[config.mk]
export PLATFORM = sky130hd
export DESIGN_NAME = bls_hit_tree
export DESIGN_NICKNAME = d
export VERILOG_FILES = /design/src/design/assert_macros.svh /design/src/design/bls_pkg.sv /design/src/design/bls_hit_tree.sv
export SDC_FILE = /design/constraint.sdc
export NUM_CORES = 1
export LEC_CHECK = 0
export ABC_AREA = 1
export BUFFER_PORTS_ARGS = -buffer_cell sky130_fd_sc_hd__buf_2
export CORE_MARGIN = 2
export CORE_UTILIZATION = 22
export CTS_BUF_LIST = sky130_fd_sc_hd__clkbuf_16
export DETAILED_ROUTE_END_ITERATION = 10
export HOLD_SLACK_MARGIN = 0.1
export PLACE_DENSITY = 0.8
export RECOVER_POWER = 50
export REMOVE_ABC_BUFFERS = 1
export SYNTH_ARGS = -nofsm -noshare
export SYNTH_HDL_FRONTEND = slang
export SYNTH_SLANG_ARGS = --single-unit
[constraint.sdc]
create_clock -name clk -period 0.8 [get_ports clk]
set_input_delay 0.04 -clock clk [delete_from_list [all_inputs] [get_ports clk]]
set_output_delay 0.04 -clock clk [all_outputs]
set_load 0.02 [all_outputs]
[src/design/assert_macros.svh]
// Assertion macros used by the top-level design file
`ifndef ASSERT_MACROS_SVH
`define ASSERT_MACROS_SVH

// Same-cycle implication, checked outside reset
`define ASSERT_SAME(lbl, ante, cons, msg) \
  lbl: assert property (@(posedge clk) disable iff (rst) (ante) |-> (cons)) else $error(msg);

// Next-cycle implication, checked outside reset
`define ASSERT_NEXT(lbl, ante, cons, msg) \
  lbl: assert property (@(posedge clk) disable iff (rst) (ante) |=> (cons)) else $error(msg);

`endif

[src/design/bls_pkg.sv]
// Shared types and constants for the bounded stack with search
`timescale 1ns / 1ps
`default_nettype none

package bls_pkg;

  localparam int DEPTH  = 128;
  localparam int WORD_W = 32;
  localparam int CNT_W  = 8;
  localparam int GROUP  = 16;
  localparam int NGROUP = DEPTH / GROUP;

  typedef logic signed [WORD_W-1:0] word_t;
  typedef logic [CNT_W-1:0] cnt_t;

  typedef enum logic [1:0] {
    MODE_PUSH   = 2'd0,
    MODE_POP    = 2'd1,
    MODE_PEEK   = 2'd2,
    MODE_SEARCH = 2'd3
  } mode_t;

  typedef enum logic [1:0] {
    ST_DONE  = 2'd0,
    ST_FULL  = 2'd1,
    ST_EMPTY = 2'd2
  } status_t;

  typedef enum logic [1:0] {
    S_IDLE,
    S_CMP,
    S_RED
  } state_t;

  // Per-cycle command broadcast to every cell
  typedef struct packed {
    logic push;
    logic pop;
    logic cmp;
  } cell_ctrl_t;

endpackage

`default_nettype wire

[src/design/bls_hit_tree.sv]
// OR tree over the per-cell match flags, registered at the group level
`timescale 1ns / 1ps
`default_nettype none

module bls_hit_tree (
  input  wire logic                     clk,
  input  wire logic [bls_pkg::DEPTH-1:0] hits,
  output logic                          any_hit
);
  import bls_pkg::*;

  logic [NGROUP-1:0] grp;

  // Reduce each group of cells into one registered flag
  always_ff @(posedge clk) begin
    for (int g = 0; g < NGROUP; g++) begin
      grp[g] <= |hits[g*GROUP +: GROUP];
    end
  end

  // Final level combines the group flags
  assign any_hit = |grp;

endmodule

`default_nettype wire

# ---- After elaboration in Yosys (flattened, before gate mapping)
# Cells that the tools add are included.
# W data, S select, Z words.
dict set report totals {
  register_bits 8
  latch_bits 0
  mem_bits_rw 0
  romBits 0
  in_bits 129
  output_inout_bits 1
  wordCells 10
  mem_count 0
}
dict set report op_classes {
  addsub 0
  mul 0
  div_mod_pow 0
  n_lt_le_gt_ge 0
  eq_ne 0
  shift 0
  n_mux 0
  n_bitwise 0
  reduce_logical 9
}
# cell n
set ops {}
lappend ops {{$reduce_or A16 Y1} 8}
lappend ops {{$reduce_or A8 Y1} 1}

# ---- Logic depth before layout (Yosys ltp)
# Gate-level depths: netlist (run 1).
dict set report depth {
  ltp_word 1
  depth_mapped 4
  depth_no_buf 4
}

# ---- Worst setup path after synthesis (run 1)
# No wires, ideal clock.
dict set report synth_timing {
  path_kind {reg-to-output}
  from {reg grp[3]}
  to {out any_hit}
  arrival_ps 598
  required_ps 760
  setup_slack_ps 162
  path_stages_with_launch 3
  n_path_buf 0
  path_cell_list {dfxtp_1 -> nor2_1 -> nand4_1}
}
dict set report synth_between {
  elab_chain_len 1
}
# element line
set synth_lines {}
lappend synth_lines {{from (decl)} bls_hit_tree.sv:12} ;# logic [NGROUP-1:0] grp;
lappend synth_lines {{from (signal, indexed assignment)} bls_hit_tree.sv:17} ;# grp[g] <= |hits[g*GROUP +: GROUP];
lappend synth_lines {{$reduce_or A8 Y1} bls_hit_tree.sv:22} ;# assign any_hit = |grp;
lappend synth_lines {{to (decl)} bls_hit_tree.sv:8} ;# output logic any_hit
# No other way between the ends.

# ---- Worst setup path after layout (run 1)
dict set report layout_timing {
  from {reg grp[1]}
  to {out any_hit}
}
# Same word-level chain as after synthesis.

==> results.toml, run 1 <==
[outcome]
status = "finished, violations left"
violations = "negative setup slack"

[timing]
tightest_slew_ps = 108
slew_headroom_pct = 92.8
period_share_pct = 117
rsz0062_at_grt = "true"
fin_tns_setup_ps = -137
fmax_mhz = 1070
fin_crit_ps = 937
hold_viol = 0
setup_ws_ps = -137
whs_ps = 63.1
final_max_slew_viol_count = 0
setup_violations = 1

[power]
irDropWorstVdd_mv = 1.25
total_power_mw = 1.60
p_int_mw = 1.31
clkPwrFrac_pct = 50.6
pwr-share-comb_pct = 24.3
p_seq_share_pct = 25.1
power.leakage_nw = 0.765
switching_power_mw = 0.296
switching_share_pct = 18.5
power.density_mw_per_mm2 = 1150

[synth]
seq_area_frac_synth_pct = 25.3
yosysTopAreaCell = "nor2_1"
yosysTopAreaCellShare_pct = 49.9
postSynthCellCount = 133
ys.flop_type = "dfxtp_1"
async_reset_ff_share_pct = 0
synth_top_cells_by_area = "nor2_1, dfxtp_1, nand2_1"
ys_ff_latch = 8
yosysMostFrequentCell = "nor2_1"
synth-warning-count = 0
synth_area_um2 = 632
synth.distinct_cells = 4
synthTopCellsByCount = "nor2_1, nand2_1, dfxtp_1"
synth_edf_count = 0
syn_avg_cell_area_um2 = 4.75

[worst_setup_path]
end_kind = "output port"
path_max_fanout = 1
crit_path_start_kind = "register"
slowest_stage = "dfxtp_1"
worstPathRequired_ps = 760
worstSetupPathType = "reg2out"
path_cells = "nor2_1 -> nand4_1 -> buf_2"
worst_path_largest_cell_delay_ps = 290
critPathArrivalTime_ps = 900

[placed_design]
placed_cells = 293
port_buffers = 129
pre_cts_ws_ps = 97.3
gp_congestion = 0.718
placed_cell_area_mm2 = 0.00132
dp_hpwl_mm = 2.02

[global_routing]
grt_max_degree = 5
grt_pass1_vias = 1015
antenna_found_initial = 0
grt_pass1_wl_mm = 3.31
grt_remaining_overflow = 0
grt_usage_pct = 12.6

[finish]
drive_gt1_share_pct = 49.8
top_regs = "grp x8"
fin_util_pct = 50.9
area_growth_pct = 120
antenna_cells = 0
fin_cells = 296
regMostFlops = "grp"
nNetsFinal = 396
n_fill_cell = 283
seqCellArea_um2 = 160
multi_input_area_um2 = 472
design_area_mm2 = 0.00139
largest_reg_flops = 8

[clocking]
clock_path_buffers = 2
cts_tree = "built"
ctsResizeCount = 0
cts_sinks = 8
cts_root_buf = "clkbuf_16"
clkTransAtPathRegs_ps = 30
h-tree-depth = 1
cts_buffers = 3

[die]
die_width_um = 57.6
start_util_pct = 23.1
ios = 130
die_area_mm2 = 0.00332
rows = 19
core-area_mm2 = 0.00273
die_h_um = 57.6

[routing]
viasPerCell = 3.93
drt-total-wl_mm = 2.17
drt_iter0_drc = 14
drcViolationCount = 0
drtPass1Iterations = 4
via_count = 1162
ant_nets = 0
wl_per_cell_um = 7.34

[min_path]
hp-class = "in2reg"

[run]
drv_cap = 0
-- placed cells by master (no fill, tap or decap) --
cell type,count
clkbuf_16,3
nand2_1,40
buf_2,129
dfxtp_1,8
nor2_1,84
nand4_1,1
-- critical path, delay by kind of cell (launching register included) --
| kind | cells | cell delay (ps) |
|---|---|---|
| flops | 1 | 290 |
| simple gates | 2 | 210 |
| buf+inv | 1 | 170 |
-- power groups by stage --
stage / clock network (mW) / logic [mW] / registers, mW
after floorplan: 0 / 0.0909 / 0.407
after global placement: 0 / 0.387 / 0.407
after detailed placement: 0 / 0.393 / 0.407
after CTS: 0.827 / 0.393 / 0.401
after global routing: 0.849 / 0.446 / 0.401
final: 0.811 / 0.389 / 0.401
-- routing by layer --
layer  global-route usage [%]  routed length, um
met5                        0                  0
met4                     4.32                 12
met2                     24.5               1030
met3                     6.35                365
met1                     10.9                763
-- cell families after synthesis --
logic type,share of synthesized area (%)
DFF,25.3
and+or+nand+nor,74.7
-- cell type report --
cell class	instances	share of cell area, %
Timing Repair Buffer	129	46.4
Multi-Input combinational cell	125	33.9
Sequential cell	8	11.5
Clock buffer	3	5.40
Tap cell	31	2.79
-- timing repair --
item,in CTS,in global routing
endpoints found under the setup margin,1,1
endpoints found under the hold margin,8,2
buffers inserted,0,0
-- path summary, 6_finish.rpt --
path / end / start / cells past startpoint
max: any_hit / grp[1] / 3
min: grp[6] / hits[96] / 5
(Power assumes the default switching activity.)
==> run 2, diff against run 1 <==
--- a/config.mk
+++ b/config.mk
@@ -7,7 +7,7 @@
 export LEC_CHECK = 0
 export ABC_AREA = 1
 export BUFFER_PORTS_ARGS = -buffer_cell sky130_fd_sc_hd__buf_2
-export CORE_MARGIN = 2
+export CORE_MARGIN = 8
 export CORE_UTILIZATION = 22
 export CTS_BUF_LIST = sky130_fd_sc_hd__clkbuf_16
 export DETAILED_ROUTE_END_ITERATION = 10
==> results.toml, run 2 (synthesized netlist as in run 1, its figures left out) <==
[timing]
fin_crit_ps = 921
fmax_mhz = 1090
setup_violations = 1
slew_headroom_pct = 93.0
period_share_pct = 115
tightest_slew_ps = 104
setup_ws_ps = -121
rsz0062_at_grt = "true"
fin_tns_setup_ps = -121
hold_viol = 0
final_max_slew_viol_count = 0

[routing]
maxUsedRoutingLayer = "met4"
wl_per_cell_um = 10.3
drt-total-wl_mm = 3.04
via_count = 1205
ant_nets = 0
drcViolationCount = 0
viasPerCell = 4.07
wl_met3_um = 489
drt_iter0_drc = 24
drtPass1Iterations = 3
wl_met1_mm = 1.10
dr_wl_met2_mm = 1.45

[power]
pwr-share-comb_pct = 24.5
irDropWorstVdd_mv = 1.58
switching_share_pct = 18.6
clkPwrFrac_pct = 50.5
power.density_mw_per_mm2 = 1150
p_seq_share_pct = 25.0
switching_power_mw = 0.298
power.leakage_nw = 0.769
p_int_mw = 1.31

[die]
rows = 19
die_width_um = 69.6
core-area_mm2 = 0.00273
die_h_um = 69.6
start_util_pct = 23.1
die_area_mm2 = 0.00484
ios = 130

[clocking]
clock_path_buffers = 2
cts_tree = "built"
h-tree-depth = 1
cts_root_buf = "clkbuf_16"
post-cts-setup-buffers = 0
clkTransAtPathRegs_ps = 30
cts_sinks = 8
cts_buffers = 3

[finish]
drive_gt1_share_pct = 49.8
antenna_cells = 0
top_regs = "grp x8"
largest_reg_flops = 8
nNetsFinal = 396
fin_util_pct = 51.1
area_growth_pct = 121
layout_common_cells = "buf_2, nor2_1, nand2_1"
final_common_cell = "buf_2"
regMostFlops = "grp"

[placed_design]
dp_hpwl_mm = 2.90
pre_cts_ws_ps = 112
gp_congestion = 0.711
port_buffers = 129

[worst_setup_path]
crit_path_start_kind = "register"
path_max_fanout = 1
worstPathRequired_ps = 760
path_delay_family = "flip-flops"
path_cells = "nor2_1 -> nand4_1 -> buf_6"
end_kind = "output port"
worst_path_largest_cell_delay_ps = 290
critPathArrivalTime_ps = 880
worstSetupPathType = "reg2out"
slowest_stage = "dfxtp_1"
crit_buf_inv = 1

[outcome]
status = "finished, violations left"
violations = "negative setup slack"

[global_routing]
grt_remaining_overflow = 0
grt_pass1_vias = 1223
antenna_found_initial = 0
grt_pass1_wl_mm = 4.91
grt_usage_pct = 11.8
grt_max_degree = 5

[run]
drv_cap = 0

[min_path]
hp-class = "in2reg"
-- run 2: final timing paths --
path | start | endpoint | slack, ps | cells past startpoint
setup / recovery | grp[2] | any_hit | -120 | 3
hold / removal | hits[96] | grp[6] | 60 | 5
-- run 2: layer usage --
layer / global-route usage [%] / up-vias
met5: 0 / -
met3: 9.30 / 2
met2: 20.9 / 76
met4: 2.73 / 0
met1: 10.2 / 462
li1: - / 665
-- run 2: cell type report --
cell class | instances | area (um^2)
multi-input combinational | 125 | 472
clock buffer | 3 | 75.1
sequential | 8 | 160
timing repair buffer | 129 | 652
tap | 31 | 38.8
fill | 292 | 1340
-- run 2: power groups by stage --
stage	Combinational (mW)	Sequential [mW]	Clock (mW)
floorplan	0.0909	0.407	0
global placement	0.388	0.407	0
detailed placement	0.396	0.407	0
CTS	0.397	0.401	0.836
global route	0.443	0.401	0.858
finish	0.392	0.401	0.810
-- run 2: what timing repair did --
action | in CTS | in global routing
hold endpoints to repair | 8 | 2
gates resized for setup | 2 | 0
pin swaps | 3 | 1
setup endpoints to repair | 1 | 1
-- run 2: metrics by stage --
| stage | hold WS (ps) | power (mW) | instance area (um^2) | cells |
|---|---|---|---|---|
| final | 64.9 | 1.60 | 1400 | 296 |
| after global placement | 303 | 0.795 | 1320 | 293 |
| after floorplan | 197 | 0.498 | 632 | 133 |
| after CTS | 64.9 | 1.63 | 1400 | 296 |
| after detailed placement | 301 | 0.803 | 1320 | 293 |
| after global routing | 97.1 | 1.70 | 1400 | 296 |
==> run 3, diff against run 2 <==
--- a/config.mk
+++ b/config.mk
@@ -11,6 +11,7 @@
 export CORE_UTILIZATION = 22
 export CTS_BUF_LIST = sky130_fd_sc_hd__clkbuf_16
 export DETAILED_ROUTE_END_ITERATION = 10
+export GPL_TIMING_DRIVEN = 0
 export HOLD_SLACK_MARGIN = 0.1
 export PLACE_DENSITY = 0.8
 export RECOVER_POWER = 50
==> results.toml, run 3 (synthesized netlist as in run 1, its figures left out) <==
[power]
clkPwrFrac_pct = 50.8
switching_power_mw = 0.304
switching_share_pct = 18.9
power.density_mw_per_mm2 = 1140
irDropWorstVdd_mv = 0.971
power.leakage_nw = 0.768
p_int_mw = 1.31
total_power_mw = 1.61
p_seq_share_pct = 24.9
pwr-share-comb_pct = 24.3

[die]
ios = 130
die_area_mm2 = 0.00484
rows = 19
die_width_um = 69.6
start_util_pct = 23.1
core-area_mm2 = 0.00273
die_h_um = 69.6

[routing]
viasPerCell = 4.00
drtPass1Iterations = 2
via_count = 1184
drt-total-wl_mm = 3.01
drcViolationCount = 0
ant_nets = 0
drt_iter0_drc = 9
wl_per_cell_um = 10.2

[min_path]
hp-class = "in2reg"

[placed_design]
placed_cells = 293
port_buffers = 129
pre_cts_ws_ps = 83.4
dp_hpwl_mm = 2.82
gp_congestion = 0.708

[global_routing]
grt_pass1_wl_mm = 4.86
grt_max_degree = 5
grt_pass1_vias = 1258
grt_remaining_overflow = 0
grt_usage_pct = 11.7
antenna_found_initial = 0

[worst_setup_path]
crit_buf_inv = 1
end_kind = "output port"
path_delay_family = "flip-flops"
worstSetupPathType = "reg2out"
slowest_stage = "dfxtp_1"
worstPathRequired_ps = 760
path_cells = "nor2_2 -> nand4_1 -> buf_6"
path_max_fanout = 1
cp-endpoint = "any_hit"
crit_path_start_kind = "register"
worst_path_largest_cell_delay_ps = 300
cp.depth = 3
startpoint = "grp[0]"
critPathArrivalTime_ps = 890

[clocking]
h-tree-depth = 1
cts_buffers = 3
cts_root_buf = "clkbuf_16"
clock_path_buffers = 2
cts_sinks = 8
cts_tree = "built"
clkTransAtPathRegs_ps = 30

[finish]
regMostFlops = "grp"
antenna_cells = 0
area_growth_pct = 123
fin_util_pct = 51.5
top_regs = "grp x8"
fin_cells = 296
nNetsFinal = 396
layout_common_cells = "buf_2, nor2_1, nand2_1"
largest_reg_flops = 8
final_common_cell = "buf_2"
drive_gt1_share_pct = 51.7

[timing]
fin_crit_ps = 934
period_share_pct = 117
setup_violations = 1
fin_tns_setup_ps = -134
rsz0062_at_grt = "true"
hold_viol = 0
tightest_slew_ps = 98.3
setup_ws_ps = -134
final_max_slew_viol_count = 0
slew_headroom_pct = 93.4
fmax_mhz = 1070

[outcome]
status = "finished, violations left"
violations = "negative setup slack"

[run]
drv_cap = 0
==> run 3: through the flow <==
stage	hold WS (ps)	instance area [um^2]
2_1_floorplan	197	632
3_3_place_gp	296	1320
3_5_place_dp	297	1320
4_1_cts	59.2	1400
5_1_grt	87.8	1410
6_report	61.1	1410
==> run 3: power by group through the flow <==
stage	Sequential [mW]	Combinational [mW]	Clock [mW]
floorplan	0.407	0.0909	0
global placement	0.407	0.387	0
detailed placement	0.407	0.394	0
CTS	0.401	0.395	0.843
global route	0.401	0.444	0.877
finish	0.401	0.391	0.818
==> run 3: layer usage <==
layer / global-route usage, % / share of wire, % / routed length [um] / up-vias
met3: 8.30 / 14 / 426 / 0
met5: 0 / 0 / 0 / -
met4: 2.05 / 0 / 0 / 0
met2: 20.7 / 48 / 1430 / 76
met1: 10.7 / 38 / 1150 / 443
li1: - / - / - / 665
==> run 3: what timing repair did <==
item                       4_1_cts  5_1_grt
gates resized for setup          5        2
setup buffers                    0        0
gates cloned                     0        0
pin swaps                        3        2
hold endpoints to repair         8        4
setup endpoints to repair        1        1
==> run 3: layout make-up <==
cell class                      instances  area, um^2
Timing Repair Buffer                  129         652
Clock buffer                            3        75.1
Tap cell                               31        38.8
Fill cell                             303        1330
Multi-Input combinational cell        125         479
Sequential cell                         8         163
==> run 3: worst min path at each step <==
stage,startpoint,endpoint,slack [ps],depth (start not counted)
finish,hits[4],grp[0],60,5
floorplan,hits[4],grp[0],200,4
detailed placement,hits[4],grp[0],300,5
global route,hits[6],grp[0],90,5
CTS,hits[4],grp[0],60,5
global placement,hits[8],grp[0],300,5
==> run 3: worst min-delay path: cells and delay by family <==
family        cells  cell delay, ps
simple gates      4             140
buf+inv           1              70
