## src/design/assert_macros.svh

```systemverilog
// Assertion macros used by the top-level design file
`ifndef ASSERT_MACROS_SVH
`define ASSERT_MACROS_SVH

// Same-cycle implication, checked outside reset
`define ASSERT_SAME(lbl, ante, cons, msg) \
  lbl: assert property (@(posedge clk) disable iff (rst) (ante) |-> (cons)) else $error(msg);

// Next-cycle implication, checked outside reset
`define ASSERT_NEXT(lbl, ante, cons, msg) \
  lbl: assert property (@(posedge clk) disable iff (rst) (ante) |=> (cons)) else $error(msg);

`endif

```

## src/design/bls_pkg.sv

```systemverilog
// Shared types and constants for the bounded stack with search
`timescale 1ns / 1ps
`default_nettype none

package bls_pkg;

  localparam int DEPTH  = 128;
  localparam int WORD_W = 32;
  localparam int CNT_W  = 8;
  localparam int GROUP  = 16;
  localparam int NGROUP = DEPTH / GROUP;

  typedef logic signed [WORD_W-1:0] word_t;
  typedef logic [CNT_W-1:0] cnt_t;

  typedef enum logic [1:0] {
    MODE_PUSH   = 2'd0,
    MODE_POP    = 2'd1,
    MODE_PEEK   = 2'd2,
    MODE_SEARCH = 2'd3
  } mode_t;

  typedef enum logic [1:0] {
    ST_DONE  = 2'd0,
    ST_FULL  = 2'd1,
    ST_EMPTY = 2'd2
  } status_t;

  typedef enum logic [1:0] {
    S_IDLE,
    S_CMP,
    S_RED
  } state_t;

  // Per-cycle command broadcast to every cell
  typedef struct packed {
    logic push;
    logic pop;
    logic cmp;
  } cell_ctrl_t;

endpackage

`default_nettype wire

```

## src/design/bls_cell.sv

```systemverilog
// One stack cell: holds a word and an occupied flag, shifts with its neighbors
`timescale 1ns / 1ps
`default_nettype none

module bls_cell (
  input  wire logic               clk,
  input  wire logic               rst,
  input  wire bls_pkg::cell_ctrl_t ctrl,
  input  wire bls_pkg::word_t     up_word,
  input  wire logic               up_occ,
  input  wire bls_pkg::word_t     dn_word,
  input  wire logic               dn_occ,
  input  wire bls_pkg::word_t     key,
  output bls_pkg::word_t          word,
  output logic                    occ,
  output logic                    hit
);
  import bls_pkg::*;

  // Track occupancy: push pulls from above, pop pulls from below
  always_ff @(posedge clk) begin
    if (rst) begin
      occ <= 1'b0;
    end else if (ctrl.push) begin
      occ <= up_occ;
    end else if (ctrl.pop) begin
      occ <= dn_occ;
    end
  end

  // Move the stored word along with the occupancy
  always_ff @(posedge clk) begin
    if (ctrl.push) begin
      word <= up_word;
    end else if (ctrl.pop) begin
      word <= dn_word;
    end
  end

  // Compare the held word against the search key
  always_ff @(posedge clk) begin
    hit <= ctrl.cmp & occ & (word == key);
  end

endmodule

`default_nettype wire

```

## config.mk

```make
export PLATFORM = sky130hd
export DESIGN_NAME = bls_cell
export DESIGN_NICKNAME = d
export VERILOG_FILES = /design/src/design/assert_macros.svh /design/src/design/bls_pkg.sv /design/src/design/bls_cell.sv
export SDC_FILE = /design/constraint.sdc
export NUM_CORES = 1
export LEC_CHECK = 0
export BUFFER_PORTS_ARGS = -buffer_cell sky130_fd_sc_hd__buf_2
export CORE_MARGIN = 2
export CORE_UTILIZATION = 41
export CTS_BUF_LIST = sky130_fd_sc_hd__clkbuf_8
export DETAILED_ROUTE_END_ITERATION = 16
export MAX_ROUTING_LAYER = met4
export PLACE_DENSITY = 0.83
export SYNTH_ARGS = -nofsm -noshare
export SYNTH_HDL_FRONTEND = slang
export SYNTH_SLANG_ARGS = --single-unit
```

## constraint.sdc

```tcl
create_clock -name clk -period 1.85 [get_ports clk]
set_input_delay 0.37 -clock clk [delete_from_list [all_inputs] [get_ports clk]]
set_output_delay 0.37 -clock clk [all_outputs]
set_load 0.005 [all_outputs]
```

Word level (Yosys, flattened, before mapping). Cells that the tools add are included.

Flip-flop bits (word level): 34. Input port bits: 103. Output and inout bits: 34. Word-level logic and storage cells: 11.

Equality and inequality tests: 1. Muxes and demuxes: 4. Bitwise gates (word level): 2. Reduce and logical (&&, ||, !) cells: 1.

Operator list (count): $mux 32 (2); $eq 32x32->1 (1); $and 1x1->1 (2); $mux 1 (2); $reduce_bool 2->1 (1).

Depth between registers and ports, before layout. Gate-level depths: netlist of run 1.

Depth after elaboration: 2. Depth in mapped cells: 5. Depth with buffers taken out: 4.

Worst setup path before layout of run 1. OpenSTA, ideal clock, no wires.

Kind: input to register. From: input port ctrl[2] (netlist bit). To: register word[0] (enable). Setup time: 0.375 ns. Data arrival time: 1.225 ns. Setup slack: 0.250 ns. Stages: 3. Buffers on the path: 2. Cell sequence: buf_2 > buf_2 > or2_2.

Longest elaborated chain between the ends: 1.

RTL lines: start, declared (line bls_cell.sv:8) `input wire bls_pkg::cell_ctrl_t ctrl,`; $reduce_bool 2->1 (no line); end signal, assigned (line bls_cell.sv:34) `word <= up_word;`; end signal, assigned (line bls_cell.sv:36) `word <= dn_word;`; end, declared (line bls_cell.sv:14) `output bls_pkg::word_t word,`.

Every way passes these cells. A chain may end at the register's enable or synchronous reset.

Worst setup path in the final report of run 1.
From: register word[28]. To: register hit.

Longest elaborated chain between the ends: 2.

RTL lines: $eq 32x32->1 (line bls_cell.sv:42) `hit <= ctrl.cmp & occ & (word == key);`; $and 1x1->1 (line bls_cell.sv:42); end signal, assigned (line bls_cell.sv:42); end, declared (line bls_cell.sv:16) `output logic hit`.

Every way passes these cells.

==> metrics.md, run 1 <==
| Metric | Value |
|---|---|
| Status | `complete, no violations` |
| CP required | `~2000 ps` |
| Post-layout min period | `1460 ps` |
| Setup TNS | `0 ps` |
| Diodes inserted | `0` |
| Pwr Density | `732 nW/um^2` |
| Core Area | `just over 4000 sq um` |
| First-pass DRT Iterations | `4` |
| Worst Path Max Fanout | `2` |
| Max Fclk | `between 600 and 700 MHz` |
| Rows | `23` |
| Post-Place Cells | `approximately 300` |
| Drt drc | `0` |
| Area occupied by registers | `about 1000 sq um` |
| Initial antenna violation count | `0` |
| Root buf cell | `clkbuf_8` |
| Clk slew on worst S/H paths | `around 70 ps` |
| First DRT Iteration DRCs | `between 60 and 70` |
| Fill cells | `about 340` |
| Die H | `approximately 70 um` |
| RSZ-0062 raised after global routing | `false` |
| Drt total wl | `4.58 mm` |
| Final Skew | `~5.6 ps` |
| Commonest register cell after synthesis | `edfxtp_1` |
| Asr flop ratio synth | `0` |
| Max Cap Viol | `0` |
| Detailed Place HPWL | `~3.7 mm` |
| Crit. End Element | `flop` |
| Nets | `364` |
| DR vias/cell | `~4.7` |
| #FFs+latches synth | `34` |
| Hold Buf Count CTS | `0` |
| CTS HTree Levels | `2` |
| CTS tree | `done` |
| Via count | `~1500` |
| Final setup violation count | `0` |
| Layout cells sized above 1 | `0.683` |
| Final RePlAce weighted congestion | `between 0.8 and 0.9` |
| Antenna viol nets, final | `0` |
| PortBufs | `approximately 140` |
| Top post-synthesis cells by area | `edfxtp_1, mux2_2, xnor2_1` |
| IR drop worst, VDD | `~530 uV` |
| GRT Overall Usage | `0.196` |
| Slew Limit Fails | `0` |
| CTS resizes | `0` |
| Number of synthesized flops with an enable pin | `32` |
| Synth cell types | `15` |
| Syn nets | `between 200 and 250` |
| Largest net degree at the start of global routing | `33` |
| Number of global-route vias before repair | `1562` |
| Worst slew margin | `0.494` |
| Syn Std Cell Area | `~1800 sq um` |
| Total Die Area | `roughly 4900 sq um` |
| Hold Crit Class | `input pin to flop` |
| Multi-input logic area | `747 sq um` |
| Num CTS Buffers | `5` |
| P_leak | `around 0.0012 uW` |
| Synth area leader | `edfxtp_1` |
| Kind of critical path | `flop to flop` |
| Worst-Skew Late Latency | `about 270 ps` |
| Startpoint Class | `flop` |
| Avg WL per Cell | `~15 um` |
| Final Hold Viols | `0` |
| # clock sinks | `34` |
| Post-synthesis sequential area ratio | `0.566` |
| Slew @ Worst Pin | `roughly 760 ps` |
| Yosys synthesis warning count | `0` |
| Global-route wire length before repair | `about 7.1 mm` |
| Syn-to-layout area delta | `46.8%` |
| DIE WIDTH | `69.7 um` |
| Post-CTS Setup Bufs | `0` |
| Post-synth top area share | `0.544` |
| Cells after Synth | `between 100 and 150` |
| WP data arrival | `roughly 1700 ps` |
| GRT overflow | `0` |
| Effective utilization at floorplan | `0.433` |
| Syn Area/Cell | `14.9 sq um` |
| Final period util | `0.787` |
| Clk buf depth | `2` |
| IO Pins | `137` |
| Final Non-Filler Cells | `312` |
==> cell type report <==
class,count,area share
sequential,34,0.386
multi-input combinational,81,0.288
timing repair buffer,139,0.271
clock buffer,5,0.0265
tap,50,0.0241
clock inverter,3,0.00482
==> state kept, by name, indices dropped and copies added (netlist names) <==
register  flops
word         32
hit           1
occ           1
==> final timing paths <==
check	startpoint	endpoint	slack [ps]	cells after the start
setup reg to reg	word[28]	hit	390	4
hold reg to reg	word[6]	hit	600	3
setup / recovery	word[28]	hit	390	4
hold / removal	rst	occ	250	2
==> layer usage <==
metal  wire [um]  vias up  GRT usage
met5           0        -          -
met4          48        0     0.0577
met3         337        4     0.0596
met2        2400       80      0.343
met1        1790      662      0.216
li1            -      724          -
==> synthesized netlist by cell type (2+ instances only) <==
cell type	count
buf_2	4
dfxtp_1	2
edfxtp_1	32
mux2_2	32
nand3_1	2
nand4_1	4
nor2_1	2
nor4_1	4
xnor2_1	16
xor2_1	16
==> cells by family after synthesis <==
logic type                after synthesis  synth area share
AOI/OAI and AO/OA                       1           0.00283
xor gates and xnor gates               32             0.159
buffers and inverters                   4            0.0113
DFF                                    34             0.566
muxes                                  33             0.209
and+or+nand+nor                        15            0.0517
==> critical path: stages (launching register included) <==
cell,delay (ps)
edfxtp_1,420
xnor2_1,180
nand3_1,120
or4_1,560
nor3_2,110
==> cell usage in the layout, fill, tap and decap left out <==
| cell type | instances |
|---|---|
| mux2_2 | 32 |
| xnor2_1 | 16 |
| nor3_2 | 1 |
| buf_4 | 3 |
| nand4_1 | 4 |
| clkinv_1 | 1 |
| xor2_1 | 16 |
| edfxtp_1 | 32 |
| a21oi_1 | 1 |
| nor2_1 | 2 |
| dfxtp_1 | 2 |
| nand3_1 | 2 |
| clkinv_2 | 1 |
| inv_1 | 1 |
| nor4_1 | 4 |
| clkbuf_8 | 5 |
| buf_2 | 136 |
| mux2i_1 | 1 |
| or4_1 | 1 |
| or2_2 | 1 |
==> where the power goes <==
| group | internal (uW) | switching, uW | total (uW) |
|---|---|---|---|
| Sequential | 940 | 55.6 | 996 |
| Combinational | 242 | 157 | 399 |
| Clock | 253 | 252 | 505 |
| Total | 1430 | 464 | 1900 |
==> per-stage QoR <==
step / worst slack (ps) / area, sq um / hold slack [ps] / utilization / total power, uW
3_5_place_dp: 312 / 2510 / 533 / 0.615 / 1410
3_3_place_gp: 324 / 2510 / 527 / 0.615 / 1400
2_1_floorplan: 250 / 1770 / 442 / - / 1190
4_1_cts: 378 / 2590 / 242 / 0.635 / 1920
6_report: 394 / 2590 / 252 / 0.635 / 1900
5_1_grt: 325 / 2590 / 253 / 0.635 / 2000
No activity file was read; power rests on OpenSTA's default activity.
==> inputs of run 2 (changes only) <==
--- a/config.mk
+++ b/config.mk
@@ -5,13 +5,14 @@
 export SDC_FILE = /design/constraint.sdc
 export NUM_CORES = 1
 export LEC_CHECK = 0
+export ABC_AREA = 1
 export BUFFER_PORTS_ARGS = -buffer_cell sky130_fd_sc_hd__buf_2
 export CORE_MARGIN = 2
-export CORE_UTILIZATION = 41
+export CORE_UTILIZATION = 39
 export CTS_BUF_LIST = sky130_fd_sc_hd__clkbuf_8
 export DETAILED_ROUTE_END_ITERATION = 16
 export MAX_ROUTING_LAYER = met4
-export PLACE_DENSITY = 0.83
+export PLACE_DENSITY = 0.79
 export SYNTH_ARGS = -nofsm -noshare
 export SYNTH_HDL_FRONTEND = slang
 export SYNTH_SLANG_ARGS = --single-unit
==> constraint.sdc (replaced) <==
create_clock -name clk -period 1.2 [get_ports clk]
set_input_delay 0.24 -clock clk [delete_from_list [all_inputs] [get_ports clk]]
set_output_delay 0.24 -clock clk [all_outputs]
set_load 0.005 [all_outputs]
==> run 2 against run 1 <==
Compared with the run above: count of clock-buffer cells in the layout increased by 1; routed wire length increased by 15%; largest power group unchanged; combinational power increased by 77%; die area increased by 18%; clock skew increased by 1.6 ps; total power increased by 62%; critical endpoint unchanged; fmax increased by 31%; sequential share of layout area decreased by 4.1 points; final cell count increased by 59%.
==> metrics.md, run 2 <==
| Metric | Value |
|---|---|
| Status | `complete, no violations (unchanged)` |
| Num CTS Buffers | `5 (unchanged)` |
| Clk buf depth | `2 (unchanged)` |
| Commonest register cell after synthesis | `edfxtp_1 (unchanged)` |
| Slowest-stage cell, CP | `edfxtp_1 (was or4_1)` |
| Die H | `75.8 um (was 69.7 um)` |
| Rows | `26 (was 23)` |
| Drt drc | `0 (unchanged)` |
| Final Util | `0.576 (was 0.635)` |
| PortBufs | `136 (unchanged)` |
| Max reg flops | `32 (unchanged)` |
| Worst-Skew Late Latency | `280 ps (was 270 ps)` |
| Synth cell types | `15 (unchanged)` |
| GRT overflow | `0 (unchanged)` |
| Worst slew margin | `0.829 (was 0.494)` |
| Largest Register | `word (unchanged)` |
| Final period util | `0.925 (was 0.787)` |
| Final RePlAce weighted congestion | `0.759 (was 0.854)` |
| Switching power of the nets | `828 uW (was 464 uW)` |
| WP data arrival | `1320 ps (was 1660 ps)` |
| Fill cells | `477 (was 338)` |
| CP required | `1410 ps (was 2060 ps)` |
| Post-synth top area share | `0.478 (was 0.544)` |
| Synth area leader | `edfxtp_1 (unchanged)` |
| Top post-synthesis cells by area | `edfxtp_1, nand2_1, inv_1 (was edfxtp_1, mux2_2, xnor2_1)` |
| Crit. End Element | `flop (unchanged)` |
| CP max stage delay | `430 ps (was 560 ps)` |
| Slew Limit Fails | `0 (unchanged)` |
| Syn-to-layout area delta | `44.5% (was 46.8%)` |
| First DRT Iteration DRCs | `66 (was 63)` |
| Diodes inserted | `0 (unchanged)` |
| Startpoint Class | `flop (unchanged)` |
| Worst Hold Depth | `3 (was 2)` |
| Layout cells sized above 1 | `0.365 (was 0.683)` |
| Number of global-route vias before repair | `1865 (was 1562)` |
| RSZ-0062 raised after global routing | `false (unchanged)` |
| Setup TNS | `0 ps (unchanged)` |
| Nets | `527 (was 364)` |
| Hold Path End | `occ (unchanged)` |
| Final setup violation count | `0 (unchanged)` |
| R2R depth | `7 (was 4)` |
| Reg2reg start | `word[21] (was word[28])` |
| Kind of critical path | `flop to flop (unchanged)` |
| Initial antenna violation count | `0 (unchanged)` |
| CTS tree | `done (unchanged)` |
| Core Area | `5040 sq um (was 4090 sq um)` |
| Leading cell type in the layout, fill and taps excluded | `nand2_1 (was buf_2)` |
| Final Hold Viols | `0 (unchanged)` |
| Cell internal pwr | `2250 uW (was 1430 uW)` |
| Detailed Place HPWL | `4.29 mm (was 3.74 mm)` |
| Pwr Density | `1060 nW/um^2 (was 732 nW/um^2)` |
| Largest net degree at the start of global routing | `33 (unchanged)` |
| DIE WIDTH | `75.8 um (was 69.7 um)` |
| IR drop worst, VDD | `536 uV (was 534 uV)` |
| GRT Overall Usage | `0.188 (was 0.196)` |
| CP cell instances | `nand2_1 -> nand2_1 -> nor2_1 -> nand2_1 -> nor2_1 -> nand3_1 -> nor2_1 (was xnor2_1 -> nand3_1 -> or4_1 -> nor3_2)` |
| Part of the power in combinational logic | `0.230 (was 0.210)` |
| Hold Crit Class | `input pin to flop (unchanged)` |
| Total Die Area | `5740 sq um (was 4850 sq um)` |
| Effective utilization at floorplan | `0.399 (was 0.433)` |
| Drt total wl | `5.25 mm (was 4.58 mm)` |
| # clock sinks | `34 (unchanged)` |
| Post-synthesis sequential area ratio | `0.498 (was 0.566)` |
| Syn Std Cell Area | `2010 sq um (was 1770 sq um)` |
| IO Pins | `137 (unchanged)` |
| Hold Buf Count CTS | `0 (unchanged)` |
| Sw frac | `0.269 (was 0.245)` |
| Asr flop ratio synth | `0 (unchanged)` |
| Post-layout min period | `1110 ps (was 1460 ps)` |
| Cells after Synth | `283 (was 119)` |
| Max Fclk | `901 MHz (was 687 MHz)` |
| FF-to-FF End | `hit (unchanged)` |
| Final Skew | `7.28 ps (was 5.63 ps)` |
| Yosys synthesis warning count | `0 (unchanged)` |
| Clk pwr share | `0.273 (was 0.266)` |
| Max Cap Viol | `0 (unchanged)` |
| Via count | `2162 (was 1470)` |
| #FFs+latches synth | `34 (unchanged)` |
| Global-route wire length before repair | `7.78 mm (was 7.11 mm)` |
| Syn Area/Cell | `7.10 sq um (was 14.9 sq um)` |
| CTS HTree Levels | `2 (unchanged)` |
| Biggest regs | `word: 32 flops, hit: 1 flops, occ: 1 flops (unchanged)` |
| Worst Path Max Fanout | `3 (was 2)` |
| First-pass DRT Iterations | `4 (unchanged)` |
| Flop2flop setup slack | `90 ps (was 390 ps)` |
| Most frequent cells in the layout | `nand2_1, buf_2, inv_1 (was buf_2, mux2_2, edfxtp_1)` |
| Clk slew on worst S/H paths | `70 ps (about the same)` |
| P_leak | `0.00170 uW (was 0.00119 uW)` |
| Min-delay src | `rst (unchanged)` |
| Slew @ Worst Pin | `255 ps (was 759 ps)` |
| Root buf cell | `clkbuf_8 (unchanged)` |
| Antenna viol nets, final | `0 (unchanged)` |
| DR vias/cell | `4.37 (was 4.71)` |
| Syn nets | `386 (was 222)` |
| Count leader, synth | `nand2_1` |
| Synth top cells by count | `nand2_1, inv_1, edfxtp_1 (was edfxtp_1, mux2_2, xnor2_1, xor2_1)` |
| Number of synthesized flops with an enable pin | `32 (unchanged)` |
| Avg WL per Cell | `10.6 um (was 14.7 um)` |
| Seq pwr share | `0.498 (was 0.524)` |
run 2: critical path, delay by kind of cell, from the launching register on:
kind          cells  cell delay, ps
flops             1             430
simple gates      7             610
run 2: worst max-delay path by stage:
stage	end	slack, ps	start	cells after the start
2_1_floorplan	word[0]	60	ctrl[2]	4
4_1_cts	hit	30	word[14]	4
3_3_place_gp	hit	60	word[14]	4
6_report	hit	90	word[21]	7
3_5_place_dp	hit	80	word[14]	4
5_1_grt	hit	1	word[6]	7
run 2: area by class of cell:
cell class / count / area [sq um] / area share
tap: 70 / 87.6 / 0.0302
timing repair buffer: 141 / 718 / 0.247
inverter: 39 / 146 / 0.0504
clock inverter: 2 / 8.76 / 0.00302
clock buffer: 6 / 82.6 / 0.0284
multi-input combinational: 203 / 858 / 0.296
sequential: 34 / 1000 / 0.345
run 2: cells by family after synthesis:
logic type | count (synthesis) | synth area share
simple gates | 189 | 0.357
buf+inv | 46 | 0.0903
compound gates | 5 | 0.0156
xor+xnor | 9 | 0.0392
flops | 34 | 0.498
run 2: layer usage:
| layer | wire length, um | up-vias | GRT usage |
|---|---|---|---|
| li1 | - | 1130 | - |
| met1 | 2340 | 938 | 0.219 |
| met2 | 2530 | 87 | 0.328 |
| met3 | 321 | 7 | 0.0344 |
| met4 | 57 | 0 | 0.0604 |
| met5 | 0 | - | - |
run 2: power groups by stage:
stage / clock network, uW / logic, uW / registers [uW]
global route: 902 / 813 / 1550
detailed placement: 0 / 704 / 1550
finish: 839 / 707 / 1530
floorplan: 0 / 312 / 1560
global placement: 0 / 688 / 1550
CTS: 866 / 705 / 1530
run 2: what timing repair did:
action	CTS	global route
setup buffers	0	0
resized for setup	0	4
endpoints found under the hold margin	0	0
setup endpoints to repair	0	1
run 2: through the flow:
stage | hold slack [ps] | cell area, sq um | instances | total power [uW] | worst slack (ps)
2_1_floorplan | 387 | 2030 | 283 | 1880 | 57.3
3_3_place_gp | 480 | 2800 | 487 | 2240 | 63.2
3_5_place_dp | 482 | 2800 | 487 | 2260 | 77.6
4_1_cts | 181 | 2890 | 495 | 3100 | 34.0
5_1_grt | 216 | 2900 | 495 | 3260 | 1.17
6_report | 193 | 2900 | 495 | 3080 | 90.0
